--- src/rtl/dpws_pkg.sv ---
// Package for the DCC packet waveform serializer: beat types, phase codes,
// register indexes and reset values. No dependencies.
`default_nettype none

package dpws_pkg;

  // Sizes and reset values
  localparam int unsigned MAX_PACKET_BYTES_DEF = 6;
  localparam int unsigned DATA_W               = 48;
  localparam int unsigned DATA_PAD_W           = 64;
  localparam logic [15:0] ONE_HALF_RST         = 16'd58;
  localparam logic [15:0] ZERO_HALF_RST        = 16'd100;
  localparam logic [4:0]  PREAMBLE_RST         = 5'd14;
  localparam logic [3:0]  BYTE_BITS            = 4'd8;

  // Opcodes of an input beat
  localparam logic OP_OFFER  = 1'b0;
  localparam logic OP_EXPIRY = 1'b1;

  // Configuration register indexes (byte address = 4 * index)
  localparam logic [1:0] REG_ONE_HALF  = 2'd0;
  localparam logic [1:0] REG_ZERO_HALF = 2'd1;
  localparam logic [1:0] REG_PREAMBLE  = 2'd2;

  // Serializer phases
  typedef enum logic [2:0] {
    PH_IDLE     = 3'd0,
    PH_PREAMBLE = 3'd1,
    PH_BSTART   = 3'd2,
    PH_BYTE     = 3'd3,
    PH_END      = 3'd4
  } phase_t;

  // Input beat
  typedef struct packed {
    logic        opcode;
    logic [47:0] packet_data;
    logic [2:0]  packet_length;
  } in_item_t;

  // Result beat
  typedef struct packed {
    logic        track_level;
    logic [15:0] half_period;
    logic        packet_accepted;
    logic        packet_pending;
  } out_item_t;

  // Classified beat held in the queue between front and engine
  typedef struct packed {
    logic        opcode;
    logic        offer_ok;
    logic [47:0] data;
    logic [2:0]  len;
  } q_item_t;

  // Handshake from the queue to the engine
  typedef struct packed {
    logic    valid;
    q_item_t item;
  } q_head_t;

endpackage

`default_nettype wire

--- src/rtl/dpws_front.sv ---
// Front end: takes input beats, clamps the packet length, flags usable offers
// and holds them in a two-entry queue. Depends on dpws_pkg.
`default_nettype none

module dpws_front
  import dpws_pkg::*;
#(
  parameter int unsigned MAX_PACKET_BYTES = MAX_PACKET_BYTES_DEF
) (
  input  wire logic     clk,
  input  wire logic     rst_n,
  input  wire logic     in_valid,
  output logic          in_stall,
  input  wire in_item_t in_item,
  output q_head_t       q_head,
  input  wire logic     q_pop
);

  localparam logic [3:0] MAX_LEN = 4'(MAX_PACKET_BYTES);

  logic [1:0] count_r, count_nxt;
  logic       wr_ptr_r, rd_ptr_r;
  q_item_t    q_mem_r [2];
  q_item_t    cls_item;
  logic       push;

  // Classify the incoming beat
  always_comb begin
    cls_item.opcode   = in_item.opcode;
    cls_item.data     = in_item.packet_data;
    cls_item.offer_ok = (in_item.packet_length != 3'd0);
    if ({1'b0, in_item.packet_length} > MAX_LEN) begin
      cls_item.len = MAX_LEN[2:0];
    end else begin
      cls_item.len = in_item.packet_length;
    end
  end

  assign in_stall = (count_r == 2'd2);
  assign push     = in_valid && !in_stall;

  assign q_head.valid = (count_r != 2'd0);
  assign q_head.item  = q_mem_r[rd_ptr_r];

  always_comb begin
    count_nxt = count_r;
    if (push && !q_pop) begin
      count_nxt = count_r + 2'd1;
    end else if (!push && q_pop) begin
      count_nxt = count_r - 2'd1;
    end
  end

  // Queue pointers and count
  always_ff @(posedge clk) begin
    if (!rst_n) begin
      count_r  <= 2'd0;
      wr_ptr_r <= 1'b0;
      rd_ptr_r <= 1'b0;
    end else begin
      count_r <= count_nxt;
      if (push) begin
        wr_ptr_r <= ~wr_ptr_r;
      end
      if (q_pop) begin
        rd_ptr_r <= ~rd_ptr_r;
      end
    end
  end

  // Queue storage
  always_ff @(posedge clk) begin
    if (push) begin
      q_mem_r[wr_ptr_r] <= cls_item;
    end
  end

endmodule

`default_nettype wire

--- src/rtl/dpws_engine.sv ---
// Back end: bit sequencer that turns queued beats into track half-periods,
// with the packet store and the result register. Depends on dpws_pkg.
`default_nettype none

module dpws_engine
  import dpws_pkg::*;
#(
  parameter int unsigned MAX_PACKET_BYTES = MAX_PACKET_BYTES_DEF
) (
  input  wire logic        clk,
  input  wire logic        rst_n,
  input  wire q_head_t     q_head,
  output logic             q_pop,
  input  wire logic [15:0] one_half,
  input  wire logic [15:0] zero_half,
  input  wire logic [4:0]  preamble_len,
  output logic             out_valid,
  input  wire logic        out_stall,
  output out_item_t        out_item
);

  localparam int unsigned IDX_W   = $clog2(MAX_PACKET_BYTES);
  localparam logic [3:0]  MAX_LEN = 4'(MAX_PACKET_BYTES);

  phase_t      phase_r, phase_nxt;
  logic [2:0]  stored_len_r, stored_len_nxt;
  logic [2:0]  bytes_left_r, bytes_left_nxt;
  logic [4:0]  bits_left_r, bits_left_nxt;
  logic        level_r, level_nxt;
  logic [15:0] period_r, period_nxt;
  logic [7:0]  packet_r [MAX_PACKET_BYTES];
  logic        out_valid_r;
  out_item_t   out_item_r;

  logic        can_load, rise, take_offer;
  logic [4:0]  bits_dec;
  logic [2:0]  bytes_dec, idx;
  logic [7:0]  byte_sel;
  logic        data_bit;
  logic [DATA_PAD_W-1:0] data_pad;

  assign can_load   = !out_valid_r || !out_stall;
  assign q_pop      = q_head.valid && can_load;
  assign rise       = q_pop && (q_head.item.opcode == OP_EXPIRY) && !level_r;
  assign take_offer = q_pop && (q_head.item.opcode == OP_OFFER) && q_head.item.offer_ok &&
                      (bytes_left_r == 3'd0);

  assign bits_dec  = bits_left_r - 5'd1;
  assign bytes_dec = bytes_left_r - 3'd1;

  // Current data bit: byte picked by position in the packet, MSB first
  assign idx = stored_len_r - bytes_left_r;
  always_comb begin
    if ({1'b0, idx} < MAX_LEN) begin
      byte_sel = packet_r[idx[IDX_W-1:0]];
    end else begin
      byte_sel = 8'h00;
    end
  end
  assign data_bit = byte_sel[bits_dec[2:0]];

  // Next phase
  always_comb begin
    phase_nxt = phase_r;
    if (rise) begin
      case (phase_r)
        PH_IDLE, PH_PREAMBLE: begin
          if (phase_r == PH_PREAMBLE || bytes_left_r != 3'd0) begin
            phase_nxt = (bits_dec == 5'd0) ? PH_BSTART : PH_PREAMBLE;
          end
        end
        PH_BSTART: phase_nxt = PH_BYTE;
        PH_BYTE: begin
          if (bits_dec == 5'd0) begin
            phase_nxt = (bytes_dec == 3'd0) ? PH_END : PH_BSTART;
          end
        end
        default: phase_nxt = PH_IDLE;
      endcase
    end
  end

  // Counters, level and period
  always_comb begin
    stored_len_nxt = stored_len_r;
    bytes_left_nxt = bytes_left_r;
    bits_left_nxt  = bits_left_r;
    level_nxt      = level_r;
    period_nxt     = period_r;
    if (take_offer) begin
      stored_len_nxt = q_head.item.len;
      bytes_left_nxt = q_head.item.len;
      bits_left_nxt  = preamble_len;
    end
    if (q_pop && q_head.item.opcode == OP_EXPIRY) begin
      level_nxt = ~level_r;
    end
    if (rise) begin
      case (phase_r)
        PH_IDLE, PH_PREAMBLE: begin
          period_nxt = one_half;
          if (phase_r == PH_PREAMBLE || bytes_left_r != 3'd0) begin
            bits_left_nxt = bits_dec;
          end
        end
        PH_BSTART: begin
          period_nxt    = zero_half;
          bits_left_nxt = {1'b0, BYTE_BITS};
        end
        PH_BYTE: begin
          period_nxt    = data_bit ? one_half : zero_half;
          bits_left_nxt = bits_dec;
          if (bits_dec == 5'd0) begin
            bytes_left_nxt = bytes_dec;
          end
        end
        default: begin
          period_nxt    = one_half;
          bits_left_nxt = preamble_len;
        end
      endcase
    end
  end

  // Sequencer state
  always_ff @(posedge clk) begin
    if (!rst_n) begin
      phase_r      <= PH_IDLE;
      stored_len_r <= 3'd0;
      bytes_left_r <= 3'd0;
      bits_left_r  <= PREAMBLE_RST;
      level_r      <= 1'b0;
      period_r     <= ZERO_HALF_RST;
    end else begin
      phase_r      <= phase_nxt;
      stored_len_r <= stored_len_nxt;
      bytes_left_r <= bytes_left_nxt;
      bits_left_r  <= bits_left_nxt;
      level_r      <= level_nxt;
      period_r     <= period_nxt;
    end
  end

  // Packet store: first byte at entry 0, entries past the data read as zero
  assign data_pad = {q_head.item.data, {(DATA_PAD_W - DATA_W){1'b0}}};
  always_ff @(posedge clk) begin
    if (take_offer) begin
      for (int k = 0; k < MAX_PACKET_BYTES; k++) begin
        packet_r[k] <= data_pad[DATA_PAD_W-1-8*k -: 8];
      end
    end
  end

  // Result register
  always_ff @(posedge clk) begin
    if (!rst_n) begin
      out_valid_r <= 1'b0;
    end else if (q_pop) begin
      out_valid_r <= 1'b1;
    end else if (!out_stall) begin
      out_valid_r <= 1'b0;
    end
  end

  always_ff @(posedge clk) begin
    if (q_pop) begin
      out_item_r.track_level     <= level_nxt;
      out_item_r.half_period     <= period_nxt;
      out_item_r.packet_accepted <= take_offer;
      out_item_r.packet_pending  <= (bytes_left_nxt != 3'd0);
    end
  end

  assign out_valid = out_valid_r;
  assign out_item  = out_item_r;

endmodule

`default_nettype wire

--- src/rtl/dcc_packet_waveform_serializer.sv ---
// DCC packet waveform serializer, top level. An accepted beat passes the two-entry
// queue and then the result register before its result beat is valid.
// Throughput: one beat per cycle unless output stalls fill the queue; the queue plus
// the result register absorb output stalls. Reset (synchronous, rst_n low): registers
// to defaults, queue and result register empty, track level low, half-period 100.
// Depends on dpws_pkg, dpws_front and dpws_engine.
`default_nettype none

module dcc_packet_waveform_serializer
  import dpws_pkg::*;
#(
  parameter int unsigned MAX_PACKET_BYTES = MAX_PACKET_BYTES_DEF
) (
  input  wire logic        clk,
  input  wire logic        rst_n,
  // input channel
  input  wire logic        in_valid,
  output logic             in_stall,
  input  wire in_item_t    in_item,
  // result channel
  output logic             out_valid,
  input  wire logic        out_stall,
  output out_item_t        out_item,
  // configuration port
  input  wire logic        cfg_psel,
  input  wire logic        cfg_penable,
  input  wire logic        cfg_pwrite,
  input  wire logic [3:0]  cfg_paddr,
  input  wire logic [31:0] cfg_pwdata,
  output logic [31:0]      cfg_prdata,
  output logic             cfg_pready
);

  logic [15:0] one_half_r;
  logic [15:0] zero_half_r;
  logic [4:0]  preamble_r;
  logic        cfg_wr;
  q_head_t     q_head;
  logic        q_pop;

  // Configuration registers
  assign cfg_pready = 1'b1;
  assign cfg_wr     = cfg_psel && cfg_penable && cfg_pwrite && cfg_pready;

  always_ff @(posedge clk) begin
    if (!rst_n) begin
      one_half_r  <= ONE_HALF_RST;
      zero_half_r <= ZERO_HALF_RST;
      preamble_r  <= PREAMBLE_RST;
    end else if (cfg_wr) begin
      case (cfg_paddr[3:2])
        REG_ONE_HALF:  one_half_r  <= cfg_pwdata[15:0];
        REG_ZERO_HALF: zero_half_r <= cfg_pwdata[15:0];
        REG_PREAMBLE:  preamble_r  <= cfg_pwdata[4:0];
        default: ;
      endcase
    end
  end

  // Read back
  always_comb begin
    case (cfg_paddr[3:2])
      REG_ONE_HALF:  cfg_prdata = {16'd0, one_half_r};
      REG_ZERO_HALF: cfg_prdata = {16'd0, zero_half_r};
      REG_PREAMBLE:  cfg_prdata = {27'd0, preamble_r};
      default:       cfg_prdata = 32'd0;
    endcase
  end

  dpws_front #(
    .MAX_PACKET_BYTES(MAX_PACKET_BYTES)
  ) u_front (
    .clk      (clk),
    .rst_n    (rst_n),
    .in_valid (in_valid),
    .in_stall (in_stall),
    .in_item  (in_item),
    .q_head   (q_head),
    .q_pop    (q_pop)
  );

  dpws_engine #(
    .MAX_PACKET_BYTES(MAX_PACKET_BYTES)
  ) u_engine (
    .clk          (clk),
    .rst_n        (rst_n),
    .q_head       (q_head),
    .q_pop        (q_pop),
    .one_half     (one_half_r),
    .zero_half    (zero_half_r),
    .preamble_len (preamble_r),
    .out_valid    (out_valid),
    .out_stall    (out_stall),
    .out_item     (out_item)
  );

endmodule

`default_nettype wire

--- config.mk ---
export PLATFORM = sky130hd
export DESIGN_NAME = dcc_packet_waveform_serializer
export DESIGN_NICKNAME = d
export VERILOG_FILES = /design/src/rtl/dpws_pkg.sv /design/src/rtl/dpws_front.sv /design/src/rtl/dpws_engine.sv /design/src/rtl/dcc_packet_waveform_serializer.sv
export SDC_FILE = /design/constraint.sdc
export NUM_CORES = 1
export LEC_CHECK = 0
export ABC_AREA = 0
export BUFFER_PORTS_ARGS = -buffer_cell sky130_fd_sc_hd__buf_4
export CORE_AREA = 3 3 139 141
export CTS_CLUSTER_DIAMETER = 200
export DETAILED_ROUTE_END_ITERATION = 7
export DIE_AREA = 0 0 142 144
export PLACE_DENSITY = 0.84
export SLEW_MARGIN = 20
export SYNTH_ARGS = -nofsm -noshare
export SYNTH_HDL_FRONTEND = slang
export SYNTH_SLANG_ARGS = --single-unit
--- constraint.sdc ---
create_clock -name clk -period 5 [get_ports clk]
set_input_delay 0.75 -clock clk [delete_from_list [all_inputs] [get_ports clk]]
set_output_delay 0.75 -clock clk [all_outputs]
set_load 0.05 [all_outputs]
Yosys cells after proc, flatten, opt, wreduce, memory -nomap -nowiden
Memories as Yosys holds them, arrays and structs flattened. A register that Yosys moved wholly into a read port is not among the register bits. Cells that the tools add are included.

Bits in writable memories: 154. Word-level logic and storage cells: 106. Register bits after elaboration: 92. Memories: 2. Output and inout port bits: 54.

Memories: u_front.q_mem_r (words 2, bits a word 53, rd ports 1, clocked after Yosys merged registers in 1, wr ports 1, RTL line dpws_front.sv:23) `q_item_t q_mem_r [2];`; u_engine.packet_r (words 6, bits a word 8, rd ports 1, clocked after Yosys merged registers in 0, wr ports 6, RTL line dpws_engine.sv:31) `logic [7:0] packet_r [MAX_PACKET_BYTES];`.

Muxes and demuxes: 32. Eq/ne operators: 9. Reduce and logical (&&, ||, !) cells: 34. Order comparisons: 3. Bitwise gates (word level): 4. Add/sub/neg operators: 5.

Operators by type and width (count): $pmux 16 s3 (1); $mux 16 (2); $pmux 16 s2 (1); $mux 3 (8); $mux 5 (3); $pmux 5 s3 (1); $logic_and 1x1->1 (11); $mux 1 (10); $logic_not 3->1 (3); $pmux 3 s3 (1); $reduce_bool 3->1 (3); $mux 8 (1); $eq 3x2->1 const B (2); $logic_not 1->1 (6); $mux 2 (3); $ne 2x1->1 const B (3); $reduce_and 2->1 (3); $logic_not 5->1 (1); $sub 5x1->5 const B (1); $eq 2x2->1 const B (2); $lt 3x4->1 const B (1); $not 1->1 (4); $reduce_bool 2->1 (2); $bmux 1 s3 (1); 12 further kinds (13).

Depth between registers and ports, before layout
Depth in word-level cells: 11. Mapped depth: 13.

Hierarchy
From an unflattened synthesis, not the netlist that was laid out.

Cell total of the unflattened synthesis: 783. Area total of the unflattened synthesis: 10711.5 um^2.

Modules (own cells, without submodules): dpws_engine (area each 4713.3 um^2, cells each 382, sequential area each 2652.5 um^2, times used 1); dpws_front (area each 4100.2 um^2, cells each 194, sequential area each 3283.1 um^2, times used 1); dcc_packet_waveform_serializer (area each 1898.1 um^2, cells each 207, sequential area each 740.7 um^2, times used 1).

Worst setup path after synthesis
OpenSTA, ideal clock, no wires.

Path type: input to register. Start point: input in_valid. End point: memory u_front.q_mem_r[0][0] in the netlist's numbering, enable pin. Buffers on the path: 0. Setup time: 0.464 ns. Stages: 2. Arrival: 3.058 ns. Slack: 1.478 ns. Cells stage by stage: nand2_1 -> nor2_1.

Longest elaborated chain between the ends: 3.

RTL lines: start, declared (RTL line dcc_packet_waveform_serializer.sv:17) `input wire logic in_valid,`; $logic_and 1x1->1 (RTL line dpws_front.sv:40) `assign push = in_valid && !in_stall;`; $mux 1 (RTL line dpws_front.sv:73) `if (push) begin`; $mux 1 (not written as such) (RTL line dpws_front.sv:74) `q_mem_r[wr_ptr_r] <= cls_item;`; end, declared (RTL line dpws_front.sv:23).

No other way between the ends.

Worst setup path after layout
Start point: register u_engine.bytes_left_r[0]. End point: register u_engine.out_item_r (netlist bit u_engine.out_item[5]) (data pin).

Longest elaborated chain between the ends: 8. Elaborated cells on any way between the ends: 9. Those cells by class: 1 x add/sub; 1 x order compare; 6 x mux; 1 x memory.

RTL lines: start, declared (RTL line dpws_engine.sv:27) `logic [2:0] bytes_left_r, bytes_left_nxt;`; start signal, assigned (RTL line dpws_engine.sv:137) `bytes_left_r <= bytes_left_nxt;`; $sub 3x3->3 (*) (RTL line dpws_engine.sv:52) `assign idx = stored_len_r - bytes_left_r;`; $mem_v2 6x8 or $lt 3x3->1 (tied branches); $mux 8 (*) (RTL line dpws_engine.sv:54) `if ({1'b0, idx} < MAX_LEN) begin`; $bmux 1 s3 (*) (RTL line dpws_engine.sv:60) `assign data_bit = byte_sel[bits_dec[2:0]];`; $mux 1 (not written as such) (*) (RTL line dpws_engine.sv:60); $mux 16 (*) (RTL line dpws_engine.sv:111) `period_nxt = data_bit ? one_half : zero_half;`; $pmux 16 s2 (*) (RTL line dpws_engine.sv:99) `case (phase_r)`; $mux 16 (*) (RTL line dpws_engine.sv:98) `if (rise) begin`; named net u_engine.period_nxt[3] (RTL line dpws_engine.sv:30) `logic [15:0] period_r, period_nxt;`; end, declared (RTL line dpws_engine.sv:33) `out_item_t out_item_r;`.

Mark *: on every way through the listed nets, which the timed path passes. The rest lies on a longest branch. The select of a mux whose other input is x is not followed. A chain may end at the register's enable or synchronous reset.

==> key figures <==
Outcome
  • Status: complete, no violations

Flow run
  • MaxCap Viol Count: 0

Worst setup path
  • Worst flop-to-flop path endpoint: u_engine.out_item[5]
  • CP Launch Type: flop
  • Critical Path AT: 4.05 ns
  • Worst reg-to-reg setup slack: 1.19 ns
  • Critical path required time: ~5.3 ns
  • R2r startpoint: u_engine.bytes_left_r[0]
  • WS Path Type: reg -> reg
  • CP endpoint kind: flop
  • Max Fanout on Critical Path: 15
  • Cell depth of the worst flop-to-flop path: 9

Drt
  • # DRC: 0
  • Routed wire length: 22,900 um
  • Final antenna-violating net count: 0
  • DR vias: 6,883
  • Starting DRC count in detailed routing: 595
  • TritonRoute pass-1 iters: 5
  • DR vias/cell: 5.89
  • Drt wl/cell: 19.6 um

Synth
  • Yosys top cell area share: 0.482
  • Cell taking the most area after synthesis: edfxtp_1
  • Synthesis-stage register bit count: 247
  • Synth unique cells: 67
  • Synthesized area: 0.0108 mm^2
  • Post-synth EDFFs: 173
  • Avg Synthesized Cell Area: 13.1 um^2
  • Cell with the most instances after synthesis: edfxtp_1
  • Syn Inst Count: 825
  • Ys flop type: edfxtp_1
  • Post-synth ARST share: 0
  • Post-synthesis sequential area ratio: 0.619
  • Yosys warns: 0
  • Synth cell count leaders: 173 x edfxtp_1, 87 x nand2_1, 74 x dfxtp_1
  • Synth top area cells: edfxtp_1 48%, dfxtp_1 14%, mux2_2 5.6%

Final layout
  • Final net count: between 1,000 and 1,500
  • Layout Cells excl Fill: 1,168
  • Share of cells above drive strength 1: 0.260
  • Area Growth Syn to Fin: 15.8%
  • # diodes: 0

Die
  • Die W: 142 um
  • IO Pins: 149
  • Die Span Y: 144 um
  • Core box area: 0.0181 mm^2
  • Row count: between 40 and 50
  • Die footprint: 0.0204 mm^2
  • Initial core utilization: 0.596

Timing
  • Period utilization: 0.761
  • Fmax: 263 MHz
  • Max Slew Vio Count: 0
  • Worst Tran Pin Value: roughly 1.0 ns
  • Endpoints failing setup: 0
  • RSZ-0062 raised after global routing: false
  • Setup TNS: 0 ns
  • Relative slew margins: 0.298
  • Layout Skew: ~0.020 ns
  • Min Tclk post-route: 3.81 ns
  • Final worst slack: 1.19 ns
  • Final Hold Violating Endpoints: 0

Place
  • DP Cell Count: 1,124
  • Worst slack, placed: about 1.3 ns
  • Post-DP HPWL: 14,500 um
  • Final estimated routing congestion in global placement: 0.797
  • Port buffer count: around 110

GRT
  • Initial antenna violation count: 0
  • Pin count of the biggest net entering global routing: 59
  • Global route overflow: 0
  • First-pass GRT wire length: approximately 36,000 um
  • GRT Util Overall: 0.222
  • Vias in the first global route: between 6,000 and 7,000

Clock network
  • Max clock buf depth: 3
  • H-Tree Depth: 1
  • CTS buffer count: 24
  • Post-CTS Repair Setup Buffers: 0
  • CTS tree: yes
  • CTS Sinks: 247
  • CTS root buf: clkbuf_16
  • Post-cts resize count: 0
  • Hold buffers post-CTS: 0
  • Later-pin clock latency in the skew report: 0.53 ns
  • Clock transition at path regs: roughly 0.06 ns

Power and ir drop
  • Worst vdd ir: 0.474 mV
  • PD cells: 584 mW/mm^2
  • Total Power: about 7300 uW
  • Leakage power: 0.00454 uW

Worst hold path
  • WHS Path Cells: 1
  • Tightest Hold Check Type: in -> reg
  • Hold worst-path end: u_front.q_mem_r[0][29]
  • Start point of the worst min-delay path: in_item[29]
worst max-delay path: stages (launching register included):
cell and delay [ns]:
dfxtp_1 0.41, ha_1 0.18, inv_1 0.05, fa_1 0.90, mux4_2 0.41, mux2_4 0.29, mux2_4 0.32, mux2i_4 0.60
o211ai_1 0.18, nor3b_1 0.19
power breakdown:
| group | internal, uW | switching [uW] | leakage, uW | total, uW |
|---|---|---|---|---|
| Sequential | 2750 | 148 | 0.00221 | 2890 |
| Clock | 1080 | 750 | 0.000391 | 1830 |
| Combinational | 939 | 1640 | 0.00194 | 2580 |
| Total | 4760 | 2530 | 0.00454 | 7300 |
how the worst max path moves through the flow:
stage,start,to,slack (ns),cells past startpoint
3_5_place_dp,u_engine.bytes_left_r[0],u_engine.out_item[5],1.26,9
2_1_floorplan,in_valid,u_front.q_mem_r[0][0],1.48,2
5_1_grt,u_engine.bytes_left_r[0],u_engine.out_item[5],1.07,9
4_1_cts,u_engine.bytes_left_r[0],u_engine.out_item[5],1.24,9
6_report,u_engine.bytes_left_r[0],u_engine.out_item[5],1.19,9
3_3_place_gp,u_engine.bytes_left_r[0],u_engine.out_item[17],1.30,9
cells in the final DEF (no fill, tap or decap), drive strengths merged, types with 5 or more instances in the layout:
cell	count
edfxtp	173
buf	121
nand2	87
dfxtp	74
nor2	67
mux2	56
a21oi	52
mux2i	38
clkbuf	32
o21ai	24
conb	17
inv	16
nor3b	16
o211ai	16
nor4b	14
o22ai	13
a311oi	13
mux4	10
nand3	10
clkinv	9
ha	8
nor2b	6
and3	6
xor2	5
metal layers:
metal	up-vias	track usage	wire length [um]
met5	-	0	0
met3	63	0.0301	1250
met2	269	0.387	11600
met4	0	0.0848	869
met1	3326	0.284	9170
li1	3225	-	-
area by class of cell:
| type | count | area (um^2) |
|---|---|---|
| flip-flops and latches | 247 | 6680 |
| fillers | 1207 | 5600 |
| multi-input cells | 511 | 3750 |
| repair buffers | 121 | 908 |
| clock buffers | 32 | 651 |
| well taps | 229 | 287 |
| clock inverters | 12 | 158 |
| inverters | 16 | 60.1 |
metrics by stage:
step / util / area, um^2 / hold slack [ns]
global placement: 0.646 / 11700 / 0.460
finish: 0.691 / 12500 / 0.402
floorplan: - / 10800 / 0.454
CTS: 0.691 / 12500 / 0.384
global route: 0.691 / 12500 / 0.384
detailed placement: 0.646 / 11700 / 0.472
cells by family (layout without fill, tap and decap cells):
logic type                 count (synthesis)  in the layout  share of synthesized area
AOI/OAI and AO/OA                        143            143                     0.0896
xor gates and xnor gates                   9              9                    0.00940
adders and majority gates                  9              9                     0.0111
buffers and inverters                     82            181                     0.0401
DFF                                      247            247                      0.619
muxes                                    104            104                      0.120
other                                      2             17                   0.000696
and+or+nand+nor                          229            229                      0.110
sequential cells by signal, indices dropped and copies added, names as in the netlist, 2 cells and up, named ones only:
register / count
u_engine.period_r: 16
preamble_r: 5
zero_half_r: 16
u_engine.bytes_left_r: 3
u_front.count_r: 2
u_engine.phase_r: 3
u_engine.stored_len_r: 3
u_engine.bits_left_r: 5
one_half_r: 16
u_front.q_mem_r: 106
u_engine.out_item: 19
u_engine.packet_r: 48
No activity file was read; power rests on OpenSTA's default activity.
